==> src/hw/rtl/csvft_pkg.sv <==
// ----------------------------------------------------------------------------
// csvft_pkg
// Shared types and constants for the CSV field tokenizer.
// ----------------------------------------------------------------------------
package csvft_pkg;

    localparam int unsigned MAX_COLUMNS_DEF = 64;

    localparam int unsigned BYTE_W  = 8;
    localparam int unsigned KIND_W  = 2;
    localparam int unsigned COL_W   = 6;
    localparam int unsigned ROW_W   = 32;
    localparam int unsigned APB_DW  = 32;
    localparam int unsigned APB_AW  = 2;

    localparam logic [APB_AW-1:0] ADDR_DELIM = 2'd0;

    localparam logic [BYTE_W-1:0] CH_NUL      = 8'h00;
    localparam logic [BYTE_W-1:0] CH_QUOTE    = 8'h22;
    localparam logic [BYTE_W-1:0] CH_NEWLINE  = 8'h0A;
    localparam logic [BYTE_W-1:0] DELIM_RESET = 8'h2C;

    typedef enum logic [2:0] {
        ST_TOKEN,
        ST_QOPEN,
        ST_QCLOSE,
        ST_QUOTED,
        ST_DELIM,
        ST_NEWLINE
    } t_pstate;

    typedef enum logic [KIND_W-1:0] {
        KIND_DATA,
        KIND_FIELD,
        KIND_RECORD
    } t_kind;

    typedef struct packed {
        t_pstate state;
        logic    emit;
        t_kind   kind;
    } t_step_res;

endpackage

==> src/hw/rtl/csvft_if.sv <==
// ----------------------------------------------------------------------------
// csvft_in_if / csvft_out_if
// Valid/ready channels for raw stream bytes and tokenizer results.
// ----------------------------------------------------------------------------
interface csvft_in_if;
    import csvft_pkg::*;

    logic              valid;
    logic              ready;
    logic [BYTE_W-1:0] in_byte;

    modport source (output valid, output in_byte, input ready);
    modport sink   (input valid, input in_byte, output ready);
endinterface

interface csvft_out_if;
    import csvft_pkg::*;

    logic              valid;
    logic              ready;
    logic [KIND_W-1:0] kind;
    logic [BYTE_W-1:0] data_byte;
    logic [COL_W-1:0]  column_index;
    logic [ROW_W-1:0]  row_index;

    modport source (output valid, output kind, output data_byte,
                    output column_index, output row_index, input ready);
    modport sink   (input valid, input kind, input data_byte,
                    input column_index, input row_index, output ready);
endinterface

==> src/hw/rtl/csv_field_tokenizer_unit.sv <==
// ----------------------------------------------------------------------------
// csv_field_tokenizer_unit
// Byte-serial CSV tokenizer with quoted fields, column and row tracking.
// ----------------------------------------------------------------------------
//   channel   dir  handshake     payload
//   i_in      in   valid/ready   in_byte
//   o_out     out  valid/ready   kind, data_byte, column_index, row_index
//   apb       in   psel/penable  delimiter register at address 0
//
// One byte per cycle while i_in.ready is high; a byte is parsed in the cycle
// it is accepted and its result sits in the output register the next cycle;
// the parse state and counters update in that same cycle. i_in.ready is high
// while the output register is empty or being drained. Reset is synchronous;
// a NUL byte halts the parser until reset, later bytes are taken and dropped.
// ----------------------------------------------------------------------------
module csv_field_tokenizer_unit #(
    parameter int unsigned MAX_COLUMNS = csvft_pkg::MAX_COLUMNS_DEF
) (
    input  logic                          i_clk,
    input  logic                          i_rst_n,
    csvft_in_if.sink                      i_in,
    csvft_out_if.source                   o_out,
    input  logic                          psel,
    input  logic                          penable,
    input  logic                          pwrite,
    input  logic [csvft_pkg::APB_AW-1:0]  paddr,
    input  logic [csvft_pkg::APB_DW-1:0]  pwdata,
    output logic [csvft_pkg::APB_DW-1:0]  prdata,
    output logic                          pready
);
    import csvft_pkg::*;

    localparam int unsigned CW = $clog2(MAX_COLUMNS);
    localparam logic [CW-1:0] COL_LAST = CW'(MAX_COLUMNS - 1);

    logic [BYTE_W-1:0] r_delim;
    t_pstate           r_state;
    logic [CW-1:0]     r_col;
    logic [ROW_W-1:0]  r_row;
    logic              r_halted;

    logic              r_out_valid;
    t_kind             r_kind;
    logic [BYTE_W-1:0] r_data;
    logic [COL_W-1:0]  r_col_out;
    logic [ROW_W-1:0]  r_row_out;

    t_step_res         step;
    logic              in_acc;
    logic              live;
    logic              load;
    logic [CW+COL_W-1:0] col_ext;

    csvft_step u_step (
        .i_state (r_state),
        .i_byte  (i_in.in_byte),
        .i_delim (r_delim),
        .o_res   (step)
    );

    assign i_in.ready = !r_out_valid || o_out.ready;
    assign in_acc     = i_in.valid && i_in.ready;
    assign live       = in_acc && !r_halted && (i_in.in_byte != CH_NUL);
    assign load       = live && step.emit;
    assign col_ext    = {{COL_W{1'b0}}, r_col};

    assign pready = 1'b1;
    always_comb begin
        prdata = '0;
        if (paddr == ADDR_DELIM) begin
            prdata = {{(APB_DW-BYTE_W){1'b0}}, r_delim};
        end
    end

    always_ff @(posedge i_clk) begin
        if (!i_rst_n) begin
            r_delim <= DELIM_RESET;
        end else if (psel && penable && pwrite && pready && paddr == ADDR_DELIM) begin
            r_delim <= pwdata[BYTE_W-1:0];
        end
    end

    always_ff @(posedge i_clk) begin
        if (!i_rst_n) begin
            r_state  <= ST_TOKEN;
            r_col    <= '0;
            r_row    <= '0;
            r_halted <= 1'b0;
        end else if (in_acc && !r_halted) begin
            if (i_in.in_byte == CH_NUL) begin
                r_halted <= 1'b1;
            end else begin
                r_state <= step.state;
                case (step.state)
                    ST_DELIM: begin
                        if (r_col != COL_LAST) begin
                            r_col <= r_col + 1'b1;
                        end
                    end
                    ST_NEWLINE: begin
                        r_col <= '0;
                        if (r_row != {ROW_W{1'b1}}) begin
                            r_row <= r_row + 1'b1;
                        end
                    end
                    default: ;
                endcase
            end
        end
    end

    always_ff @(posedge i_clk) begin
        if (!i_rst_n) begin
            r_out_valid <= 1'b0;
        end else if (load) begin
            r_out_valid <= 1'b1;
        end else if (o_out.ready) begin
            r_out_valid <= 1'b0;
        end
    end

    always_ff @(posedge i_clk) begin
        if (load) begin
            r_kind    <= step.kind;
            r_data    <= i_in.in_byte;
            r_col_out <= col_ext[COL_W-1:0];
            r_row_out <= r_row;
        end
    end

    assign o_out.valid        = r_out_valid;
    assign o_out.kind         = r_kind;
    assign o_out.data_byte    = r_data;
    assign o_out.column_index = r_col_out;
    assign o_out.row_index    = r_row_out;

    a_halt_sticks: assert property (@(posedge i_clk) disable iff (!i_rst_n)
        r_halted |=> r_halted)
        else $error("halt flag cleared without reset");

    a_halt_silent: assert property (@(posedge i_clk) disable iff (!i_rst_n)
        r_halted && o_out.ready |=> !o_out.valid)
        else $error("result produced while halted");

    a_col_bound: assert property (@(posedge i_clk) disable iff (!i_rst_n)
        r_col <= COL_LAST)
        else $error("column counter past its limit");

    a_record_clears_col: assert property (@(posedge i_clk) disable iff (!i_rst_n)
        load && step.kind == KIND_RECORD |=> r_col == '0)
        else $error("column counter not cleared at record end");

endmodule

==> src/hw/rtl/csvft_step.sv <==
// ----------------------------------------------------------------------------
// csvft_step
// Byte classification and parse state transition for one stream byte.
// ----------------------------------------------------------------------------
module csvft_step (
    input  csvft_pkg::t_pstate        i_state,
    input  logic [7:0]                i_byte,
    input  logic [7:0]                i_delim,
    output csvft_pkg::t_step_res      o_res
);
    import csvft_pkg::*;

    logic    is_quote;
    logic    is_nl;
    logic    is_sep;
    logic    in_quotes;
    t_pstate n_state;

    assign is_quote  = (i_byte == CH_QUOTE);
    assign is_nl     = (i_byte == CH_NEWLINE);
    assign is_sep    = (i_byte == i_delim);
    assign in_quotes = (i_state inside {ST_QOPEN, ST_QUOTED});

    // next state
    always_comb begin
        if (is_quote) begin
            case (i_state)
                ST_QOPEN, ST_QUOTED: n_state = ST_QCLOSE;
                ST_QCLOSE:           n_state = ST_QUOTED;
                default:             n_state = ST_QOPEN;
            endcase
        end else if (in_quotes) begin
            n_state = ST_QUOTED;
        end else if (is_nl) begin
            n_state = ST_NEWLINE;
        end else if (is_sep) begin
            n_state = ST_DELIM;
        end else begin
            n_state = ST_TOKEN;
        end
    end

    // outputs
    always_comb begin
        o_res.state = n_state;
        case (n_state)
            ST_TOKEN, ST_QUOTED: begin
                o_res.emit = 1'b1;
                o_res.kind = KIND_DATA;
            end
            ST_DELIM: begin
                o_res.emit = 1'b1;
                o_res.kind = KIND_FIELD;
            end
            ST_NEWLINE: begin
                o_res.emit = 1'b1;
                o_res.kind = KIND_RECORD;
            end
            default: begin
                o_res.emit = 1'b0;
                o_res.kind = KIND_DATA;
            end
        endcase
    end

endmodule
==> src/flat_wrapper.sv <==
// flat-port wrapper written by rule: the top's interface ports become plain ports
module csv_field_tokenizer_unit_flat import csvft_pkg::*;
#(
    parameter int unsigned MAX_COLUMNS = csvft_pkg::MAX_COLUMNS_DEF
)
  (i_clk, i_rst_n, psel, penable, pwrite, paddr, pwdata, prdata, pready, i_in_valid, i_in_in_byte, i_in_ready, o_out_valid, o_out_kind, o_out_data_byte, o_out_column_index, o_out_row_index, o_out_ready);
  csvft_in_if i_in_i ();
  csvft_out_if o_out_i ();
  input  logic i_clk;
  input  logic i_rst_n;
  input  logic psel;
  input  logic penable;
  input  logic pwrite;
  input  logic [csvft_pkg::APB_AW-1:0] paddr;
  input  logic [csvft_pkg::APB_DW-1:0] pwdata;
  output logic [csvft_pkg::APB_DW-1:0] prdata;
  output logic pready;
  input wire logic [$bits(i_in_i.valid)-1:0] i_in_valid;
  input wire logic [$bits(i_in_i.in_byte)-1:0] i_in_in_byte;
  output wire logic [$bits(i_in_i.ready)-1:0] i_in_ready;
  output wire logic [$bits(o_out_i.valid)-1:0] o_out_valid;
  output wire logic [$bits(o_out_i.kind)-1:0] o_out_kind;
  output wire logic [$bits(o_out_i.data_byte)-1:0] o_out_data_byte;
  output wire logic [$bits(o_out_i.column_index)-1:0] o_out_column_index;
  output wire logic [$bits(o_out_i.row_index)-1:0] o_out_row_index;
  input wire logic [$bits(o_out_i.ready)-1:0] o_out_ready;
  assign i_in_i.valid = i_in_valid;
  assign i_in_i.in_byte = i_in_in_byte;
  assign i_in_ready = i_in_i.ready;
  assign o_out_valid = o_out_i.valid;
  assign o_out_kind = o_out_i.kind;
  assign o_out_data_byte = o_out_i.data_byte;
  assign o_out_column_index = o_out_i.column_index;
  assign o_out_row_index = o_out_i.row_index;
  assign o_out_i.ready = o_out_ready;
  csv_field_tokenizer_unit #(.MAX_COLUMNS(MAX_COLUMNS)) u_core (.i_clk(i_clk), .i_rst_n(i_rst_n), .i_in(i_in_i), .o_out(o_out_i), .psel(psel), .penable(penable), .pwrite(pwrite), .paddr(paddr), .pwdata(pwdata), .prdata(prdata), .pready(pready));
endmodule
==> config.mk <==
export PLATFORM = sky130hd
export DESIGN_NAME = csv_field_tokenizer_unit_flat
export DESIGN_NICKNAME = d
export VERILOG_FILES = /design/src/hw/rtl/csvft_pkg.sv /design/src/hw/rtl/csvft_if.sv /design/src/hw/rtl/csv_field_tokenizer_unit.sv /design/src/hw/rtl/csvft_step.sv /design/src/flat_wrapper.sv
export SDC_FILE = /design/constraint.sdc
export NUM_CORES = 1
export LEC_CHECK = 0
export BUFFER_PORTS_ARGS = -buffer_cell sky130_fd_sc_hd__clkbuf_2
export CORE_ASPECT_RATIO = 1.75
export CORE_MARGIN = 2
export CORE_UTILIZATION = 25
export DETAILED_ROUTE_END_ITERATION = 7
export PLACE_DENSITY = 0.43
export SYNTH_ARGS = -nofsm -noshare
export SYNTH_HDL_FRONTEND = slang
export SYNTH_HIERARCHICAL = 1
export SYNTH_SLANG_ARGS = --single-unit
export TNS_END_PERCENT = 10
==> constraint.sdc <==
create_clock -name i_clk -period 3.1 [get_ports i_clk]
set_clock_uncertainty 0.1 [all_clocks]
set_input_delay 0.62 -clock i_clk [delete_from_list [all_inputs] [get_ports i_clk]]
set_output_delay 0.62 -clock i_clk [all_outputs]
set_load 0.005 [all_outputs]
==> flow_summary_export.csv, run 1 <==
group,metric,value,unit
outcome,status,"finished clean",
power_and_ir_drop,peakVddDrop,0.237,mV
worst_setup_path,reg2reg_depth,12,
worst_setup_path,path_class,"input port to flop",
clocking,clk_pin_slew,70,ps
clocking,cts.sinks,99,
floorplanning,fp.dieW,106,µm
clocking,cts_tree,"yes",
worst_setup_path,reg2reg_to,"u_core/r_row[31]",
power_and_ir_drop,p_per_area,472,nW/µm²
worst_setup_path,crit_chain,"clkbuf_2 > nor4_4 > nand3b_1 > a21o_1 > a22oi_1 > and2_1 > nand2_1 > buf_12 > nor4_1 > buf_4 > mux2i_1",
power_and_ir_drop,combinationalPowerShare,5.7,%
hold_path,hold_path.class,"flop to flop",
placement,place_congestion,0.825,
worst_setup_path,crit_required,3270,ps
finish,syn_to_final_growth,22.4,%
finish,antenna_cells,0,
global_routing,grt_overflow_total,0,
power_and_ir_drop,power_leakage,2.16,nW
floorplanning,initial_utilization,25.4,%
logic_synthesis,synth_area,4540,µm²
clocking,cts_root_buf,"clkbuf_16",
floorplanning,fp.dieH,182,µm
power_and_ir_drop,power_switching,0.000593,W
floorplanning,core_area,17900,µm²
worst_setup_path,slowest_stage,"a22oi_1",
worst_setup_path,worst-path-stages,11,
logic_synthesis,ys_seq_area_share,54.2,%
clocking,numCtsBuffers,9,
finish,multi_input_area,1840,µm²
detailed_routing,drtPass1Iterations,4,
floorplanning,dieArea,19300,µm²
worst_setup_path,cp_top_family,"simple AND/OR/NAND/NOR gates",
detailed_routing,met1_length,4090,µm
placement,dp_hpwl,8110,µm
sta,max_freq,344,MHz
finish,instances_no_fill,759,
sta,max_slew_margin,51.6,%
global_routing,grt_pass1_wl,17400,µm
finish,nFillCells,1865,
global_routing,antenna_found_initial,0,
logic_synthesis,synth_edf_count,48,
global_routing,grt_pass1_vias,3471,
logic_synthesis,synth.distinct_cells,59,
placement,dp_slack,-246,ps
floorplanning,rows,65,
logic_synthesis,avgSynthCellArea,10.9,µm²
logic_synthesis,synthFlopType,"dfxtp_1",
logic_synthesis,synth_seq_cells,99,
power_and_ir_drop,seqPwrFrac,53.8,%
placement,io_buffers,82,
power_and_ir_drop,sw_frac_of_total,22.6,%
worst_setup_path,reg2reg_slack,260,ps
worst_setup_path,worstSetupEndpointType,"flop",
worst_setup_path,crit_start,"i_in_in_byte[2]",
sta,period_needed,2910,ps
sta,tightest_slew,722,ps
placement,dp_cells,743,
detailed_routing,wl_per_cell,14.4,µm
sta,setup_violations,0,
job,max_cap_viol_count,0,
detailed_routing,drt_iter0_drc,214,
sta,slew_violations,0,
logic_synthesis,synthCells,416,
clocking,ctsHtreeMaxLevel,3,
power_and_ir_drop,p_int,0.00203,W
detailed_routing,drc,0,
worst_setup_path,crit_arrival,3080,ps
detailed_routing,routed_wirelength,10900,µm
worst_setup_path,r2r-start,"u_core/r_delim[5]",
worst_setup_path,path_buf_inv,3,
detailed_routing,highest_layer,"met4",
worst_setup_path,crit_fanout,18,
detailed_routing,wl_met3,534,µm
clocking,ctsHoldBuffers,0,
clocking,insertion_delay,350,ps
logic_synthesis,synthArstFlopShare,0,%
detailed_routing,wl_met2,5970,µm
finish,regArea,2460,µm²
detailed_routing,postRouteAntennaNets,0,
worst_setup_path,slowest_delay,360,ps
detailed_routing,vias,3449,
finish,nNetsFinal,571,
power_and_ir_drop,clkPwrFrac,40.5,%
global_routing,grt_max_degree,29,
finish,drive_gt1_share,28.2,%
sta,rsz0062_at_grt,"false",
clocking,cts_buffer_depth,2,
floorplanning,io_pins,132,
logic_synthesis,ys_warn_count,6,
worst_setup_path,startpoint_type,"input port",
sta,hold_viol,0,
detailed_routing,viasPerCell,4.54,
global_routing,grtUsageTotal,11.5,%
sta,layout_setup_ws,189,ps
sta,fin_crit_sh,93.9,%
worst_setup_path,cp-endpoint,"u_core/r_row[31]",
## final cells by class
cell class | count | share of cell area, %
clock inverters | 5 | 0.676
well taps | 234 | 5.27
repair buffers | 112 | 11.7
multi-input cells | 290 | 33.2
inverters | 8 | 0.540
clock buffers | 11 | 4.37
flip-flops and latches | 99 | 44.3
## flip-flops by register name, summed over array words and instances, names as in the netlist
register and cells:
u_core/o_out.column_index 6, u_core/o_out.data_byte 8, u_core/o_out.kind 2, u_core/o_out.row_index 32
u_core/o_out.valid 1, u_core/r_col 6, u_core/r_delim 8, u_core/r_halted 1
u_core/r_row 32, u_core/r_state 3
## what timing repair did
action	CTS	global route
resized for setup	0	3
setup buffers	0	0
endpoints found under the setup margin	0	7
## metrics by stage
stage,TNS (ps),utilization [%],area [µm²],power [W],hold WS [ps]
finish,0,31.1,5560,0.00262,383
global route,0,31.1,5560,0.00272,390
CTS,0,31.0,5540,0.00266,376
detailed placement,-4140,29.4,5260,0.00159,357
global placement,-3690,29.4,5260,0.00159,353
floorplan,0,-,4630,0.00153,337
## cells in the mapped netlist, types with 4 or more instances
cell type / instances / area, µm²
edfxtp_1: 48 / 1440
dfxtp_1: 51 / 1020
nand2_1: 39 / 146
clkbuf_1: 5 / 18.8
nor2_1: 20 / 75.1
o21ai_0: 11 / 55.1
and2_1: 11 / 68.8
nand2b_1: 12 / 75.1
a21oi_1: 26 / 130
nand3_1: 11 / 55.1
nand4_1: 9 / 56.3
nor4_1: 12 / 75.1
or3_1: 7 / 43.8
or4_1: 15 / 113
inv_1: 7 / 26.3
o31ai_1: 12 / 90.1
and3_1: 4 / 25.0
buf_2: 5 / 25.0
buf_4: 26 / 195
mux2i_1: 24 / 240
xor2_1: 8 / 70.1
## how the worst min path moves through the flow
stage	cells after the start	slack [ps]	end	from
2_1_floorplan	2	340	u_core/r_halted	u_core/r_halted
3_3_place_gp	0	350	u_core/o_out.column_index[5]	u_core/r_col[5]
3_5_place_dp	2	360	u_core/r_halted	u_core/r_halted
4_1_cts	2	380	u_core/r_halted	u_core/r_halted
5_1_grt	0	390	u_core/o_out.column_index[5]	u_core/r_col[5]
6_report	2	380	u_core/r_row[7]	u_core/r_row[7]
## cell families (layout without fill, tap and decap cells)
kind of cell | count (synthesis) | count (layout) | share of synthesized area (%)
xor gates and xnor gates | 9 | 9 | 1.74
AOI/OAI and AO/OA | 64 | 64 | 8.65
adders and majority gates | 2 | 2 | 0.551
buffers and inverters | 50 | 136 | 7.44
other | 2 | 25 | 0.165
and+or+nand+nor | 166 | 166 | 21.9
DFF | 99 | 99 | 54.2
muxes | 24 | 24 | 5.29
## layer usage
metal / global-route usage, % / vias to the layer above
li1: - / 1691
met1: 11.1 / 1647
met2: 22.6 / 95
met3: 2.43 / 16
met4: 5.63 / 0
met5: 0 / -
## power groups by stage
stage                     Combinational, W  Clock, W  Sequential (W)
after detailed placement          0.000149         0         0.00144
after floorplan                  0.0000867         0         0.00145
final                             0.000148   0.00106         0.00141
after global routing              0.000165   0.00114         0.00141
after CTS                         0.000150   0.00110         0.00141
after global placement            0.000148         0         0.00144
## cell usage in the layout, fill, tap and decap left out, types with 3 or more instances in the layout
master	Yosys	routed
or3_1	7	7
xor2_1	8	8
edfxtp_1	48	48
clkbuf_16	0	9
o21ai_0	11	11
mux2i_1	24	24
conb_1	2	25
nand2b_1	12	12
nand3_1	11	11
clkbuf_2	1	82
or4_1	15	15
a21oi_1	26	26
nor2_1	20	20
and2_1	11	11
nor4_1	12	11
dfxtp_1	51	51
buf_4	26	29
inv_1	7	6
and3_1	4	4
o211ai_1	3	3
o31ai_1	12	12
nand4_1	9	9
nand2_1	39	39
## worst register-to-register path, stage by stage, from the launching register on
cell	delay, ps
dfxtp_1	330
xor2_1	160
nor4_2	320
buf_4	170
nand2_1	80
o22ai_1	180
nor2b_2	230
and2_1	220
nand2_1	110
buf_12	180
nor4_1	340
buf_4	170
mux2i_1	190
(Power assumes the default switching activity.)
==> run 2: changes to the inputs <==
--- a/config.mk
+++ b/config.mk
@@ -13,6 +13,5 @@
 export PLACE_DENSITY = 0.43
 export SYNTH_ARGS = -nofsm -noshare
 export SYNTH_HDL_FRONTEND = slang
-export SYNTH_HIERARCHICAL = 1
 export SYNTH_SLANG_ARGS = --single-unit
 export TNS_END_PERCENT = 10
==> run 2 against run 1 <==
Total power fell by 2.1%. Cell count is 5.5% lower. Wire length is 7.1% lower. Via count is 9.3% lower.
==> flow_summary_export.csv, run 2 <==
group,metric,value,unit
sta,hold_viol,0,
detailed_routing,drt_iter0_drc,61,
clocking,clk_pin_slew,70,ps
worst_setup_path,worst-path-stages,7,
finish,syn_to_final_growth,20.8,%
logic_synthesis,synthTopCellsByCount,"51 x dfxtp_1, 50 x nor2_1, 48 x edfxtp_1",
detailed_routing,drc,0,
worst_setup_path,r2r-start,"u_core.r_row[3]",
logic_synthesis,synth_seq_cells,99,
sta,rsz0062_at_grt,"false",
clocking,cts_resized,0,
finish,nNetsFinal,536,
placement,place_congestion,0.787,
clocking,cts_buffer_depth,2,
sta,finalSetupTns,0,ps
worst_setup_path,cp_top_family,"compound AO/OA/AOI/OAI gates",
worst_setup_path,slowest_stage,"or4_1",
finish,final_cell_mix,"82 x clkbuf_2, 51 x dfxtp_1, 50 x nor2_1",
floorplanning,io_pins,132,
global_routing,grtUsageTotal,11.3,%
power_and_ir_drop,p_per_area,488,nW/µm²
worst_setup_path,path_class,"input port to flop",
detailed_routing,viasPerCell,4.36,
detailed_routing,postRouteAntennaNets,0,
clocking,ctsHtreeMaxLevel,3,
clocking,numCtsBuffers,9,
clocking,cts.sinks,99,
worst_setup_path,crit_chain,"clkbuf_2 > or4_1 > o41ai_2 > o211ai_1 > a21oi_4 > mux2i_1 > nor2_1",
global_routing,grt_max_degree,35,
global_routing,grt_pass1_vias,3179,
worst_setup_path,path_buf_inv,1,
clocking,post_cts_buffers,0,
worst_setup_path,reg2reg_slack,700,ps
sta,max_slew_margin,59.0,%
sta,fin_crit_sh,77.5,%
worst_setup_path,crit_required,3220,ps
finish,antenna_cells,0,
clocking,cts_root_buf,"clkbuf_16",
sta,max_freq,416,MHz
finish,layout_commonest_cell,"clkbuf_2",
logic_synthesis,synth_edf_count,48,
floorplanning,dieArea,18500,µm²
floorplanning,rows,63,
sta,slew_violations,0,
power_and_ir_drop,power_leakage,2.06,nW
logic_synthesis,ys_seq_area_share,56.5,%
job,max_cap_viol_count,0,
worst_setup_path,reg2reg_to,"u_core.r_row[28]",
sta,period_needed,2400,ps
logic_synthesis,synthArstFlopShare,0,%
sta,tightest_slew,613,ps
power_and_ir_drop,peakVddDrop,0.224,mV
outcome,status,"finished clean",
clocking,insertion_delay,340,ps
sta,whs,383,ps
logic_synthesis,synth_most_common_cell,"dfxtp_1",
worst_setup_path,startpoint_type,"input port",
worst_setup_path,crit_arrival,2520,ps
placement,io_buffers,82,
logic_synthesis,avgSynthCellArea,11.0,µm²
logic_synthesis,synthFlopType,"dfxtp_1",
worst_setup_path,worstSetupEndpointType,"flop",
logic_synthesis,ys_warn_count,0,
global_routing,antenna_found_initial,0,
logic_synthesis,synth.area.top_cells,"edfxtp_1 33%, dfxtp_1 23%, buf_4 4.5%, nor2_1 4.3%, xor2_1 4.2%",
sta,setup_violations,0,
sta,layout_setup_ws,698,ps
global_routing,grt_pass1_wl,16200,µm
detailed_routing,vias,3127,
logic_synthesis,synth_top_area_share,33.1,%
worst_setup_path,crit_fanout,8,
clocking,ctsHoldBuffers,0,
detailed_routing,drtPass1Iterations,4,
detailed_routing,routed_wirelength,10100,µm
global_routing,grt_overflow_total,0,
worst_setup_path,reg2reg_depth,6,
worst_setup_path,slowest_delay,570,ps
floorplanning,fp.dieH,179,µm
clocking,cts_tree,"yes",
floorplanning,core_area,17000,µm²
floorplanning,initial_utilization,25.6,%
logic_synthesis,synth.distinct_cells,46,
placement,dp_hpwl,7590,µm
finish,drive_gt1_share,23.7,%
placement,dp_slack,302,ps
detailed_routing,wl_per_cell,14.1,µm
worst_setup_path,crit_start,"i_in_in_byte[0]",
worst_setup_path,cp-endpoint,"u_core.r_col[0]",
logic_synthesis,synth_top_area_cell,"edfxtp_1",
hold_path,hold_path.class,"input port to flop",
floorplanning,fp.dieW,104,µm
logic_synthesis,synthCells,395,
logic_synthesis,synth_area,4360,µm²
## run 2: changes by cell type in the layout (fill, tap and decap cells not counted), moves of 11 or more
cell	change
o31ai_1	-12
nand2_1	-17
xnor2_1	+11
a21oi_1	-21
buf_4	-21
or4_1	-11
nor2_1	+30
xor2_1	+13
## run 2: where the power goes
part	internal, W	leakage (nW)	switching [W]	total (W)
logic	0.0000522	1.04	0.0000928	0.000145
registers	0.00140	0.899	0.00000998	0.00141
clock network	0.000541	0.127	0.000467	0.00101
total	0.00200	2.06	0.000570	0.00257
## run 2: cells by family after synthesis
group                    after synthesis  share of synthesized area [%]
multiplexers                          14                           3.22
AO/OA/AOI/OAI                         32                           5.57
flip-flops                            99                           56.5
AND/OR/NAND/NOR                      173                           21.6
XOR/XNOR                              33                           6.63
buffers and inverters                 40                           5.68
adder cells (fa/ha/maj)                2                          0.574
other                                  2                          0.172
## run 2: worst register-to-register path, delay by kind of cell (launching register included)
kind            cells  cell delay (ps)
buf+inv             1              260
simple gates        4             1400
flops               1              440
compound gates      1              140
## run 2: per-layer routing
metal  part of all wire, %  global-route usage, %
met3                   4.5                   2.87
met1                    38                   10.9
met2                    56                   22.2
met5                     0                      0
met4                   2.1                   4.79
## run 2: how the worst min path moves through the flow
stage,from,end,depth (start not counted)
after floorplan,u_core.r_row[28],u_core.o_out.row_index[28],0
after global placement,u_core.r_row[1],u_core.o_out.row_index[1],0
after detailed placement,u_core.r_row[28],u_core.o_out.row_index[28],0
after CTS,pwdata[2],u_core.r_delim[2],3
after global routing,pwdata[2],u_core.r_delim[2],3
final,pwdata[2],u_core.r_delim[2],3
## run 2: layout make-up
type | count | area, µm²
flip-flops and latches | 99 | 2460
repair buffers | 91 | 490
fillers | 1812 | 11800
multi-input cells | 279 | 1750
inverters | 5 | 18.8
clock inverters | 5 | 30.0
well taps | 227 | 284
clock buffers | 11 | 233
## run 2: metrics by stage
step | cells | power [W] | util [%] | instance area [µm²]
4_1_cts | 717 | 0.00262 | 30.9 | 5260
6_report | 717 | 0.00257 | 30.9 | 5260
3_5_place_dp | 701 | 0.00159 | 29.4 | 5000
5_1_grt | 717 | 0.00268 | 30.9 | 5260
2_1_floorplan | 418 | 0.00153 | - | 4460
3_3_place_gp | 701 | 0.00159 | 29.4 | 5000
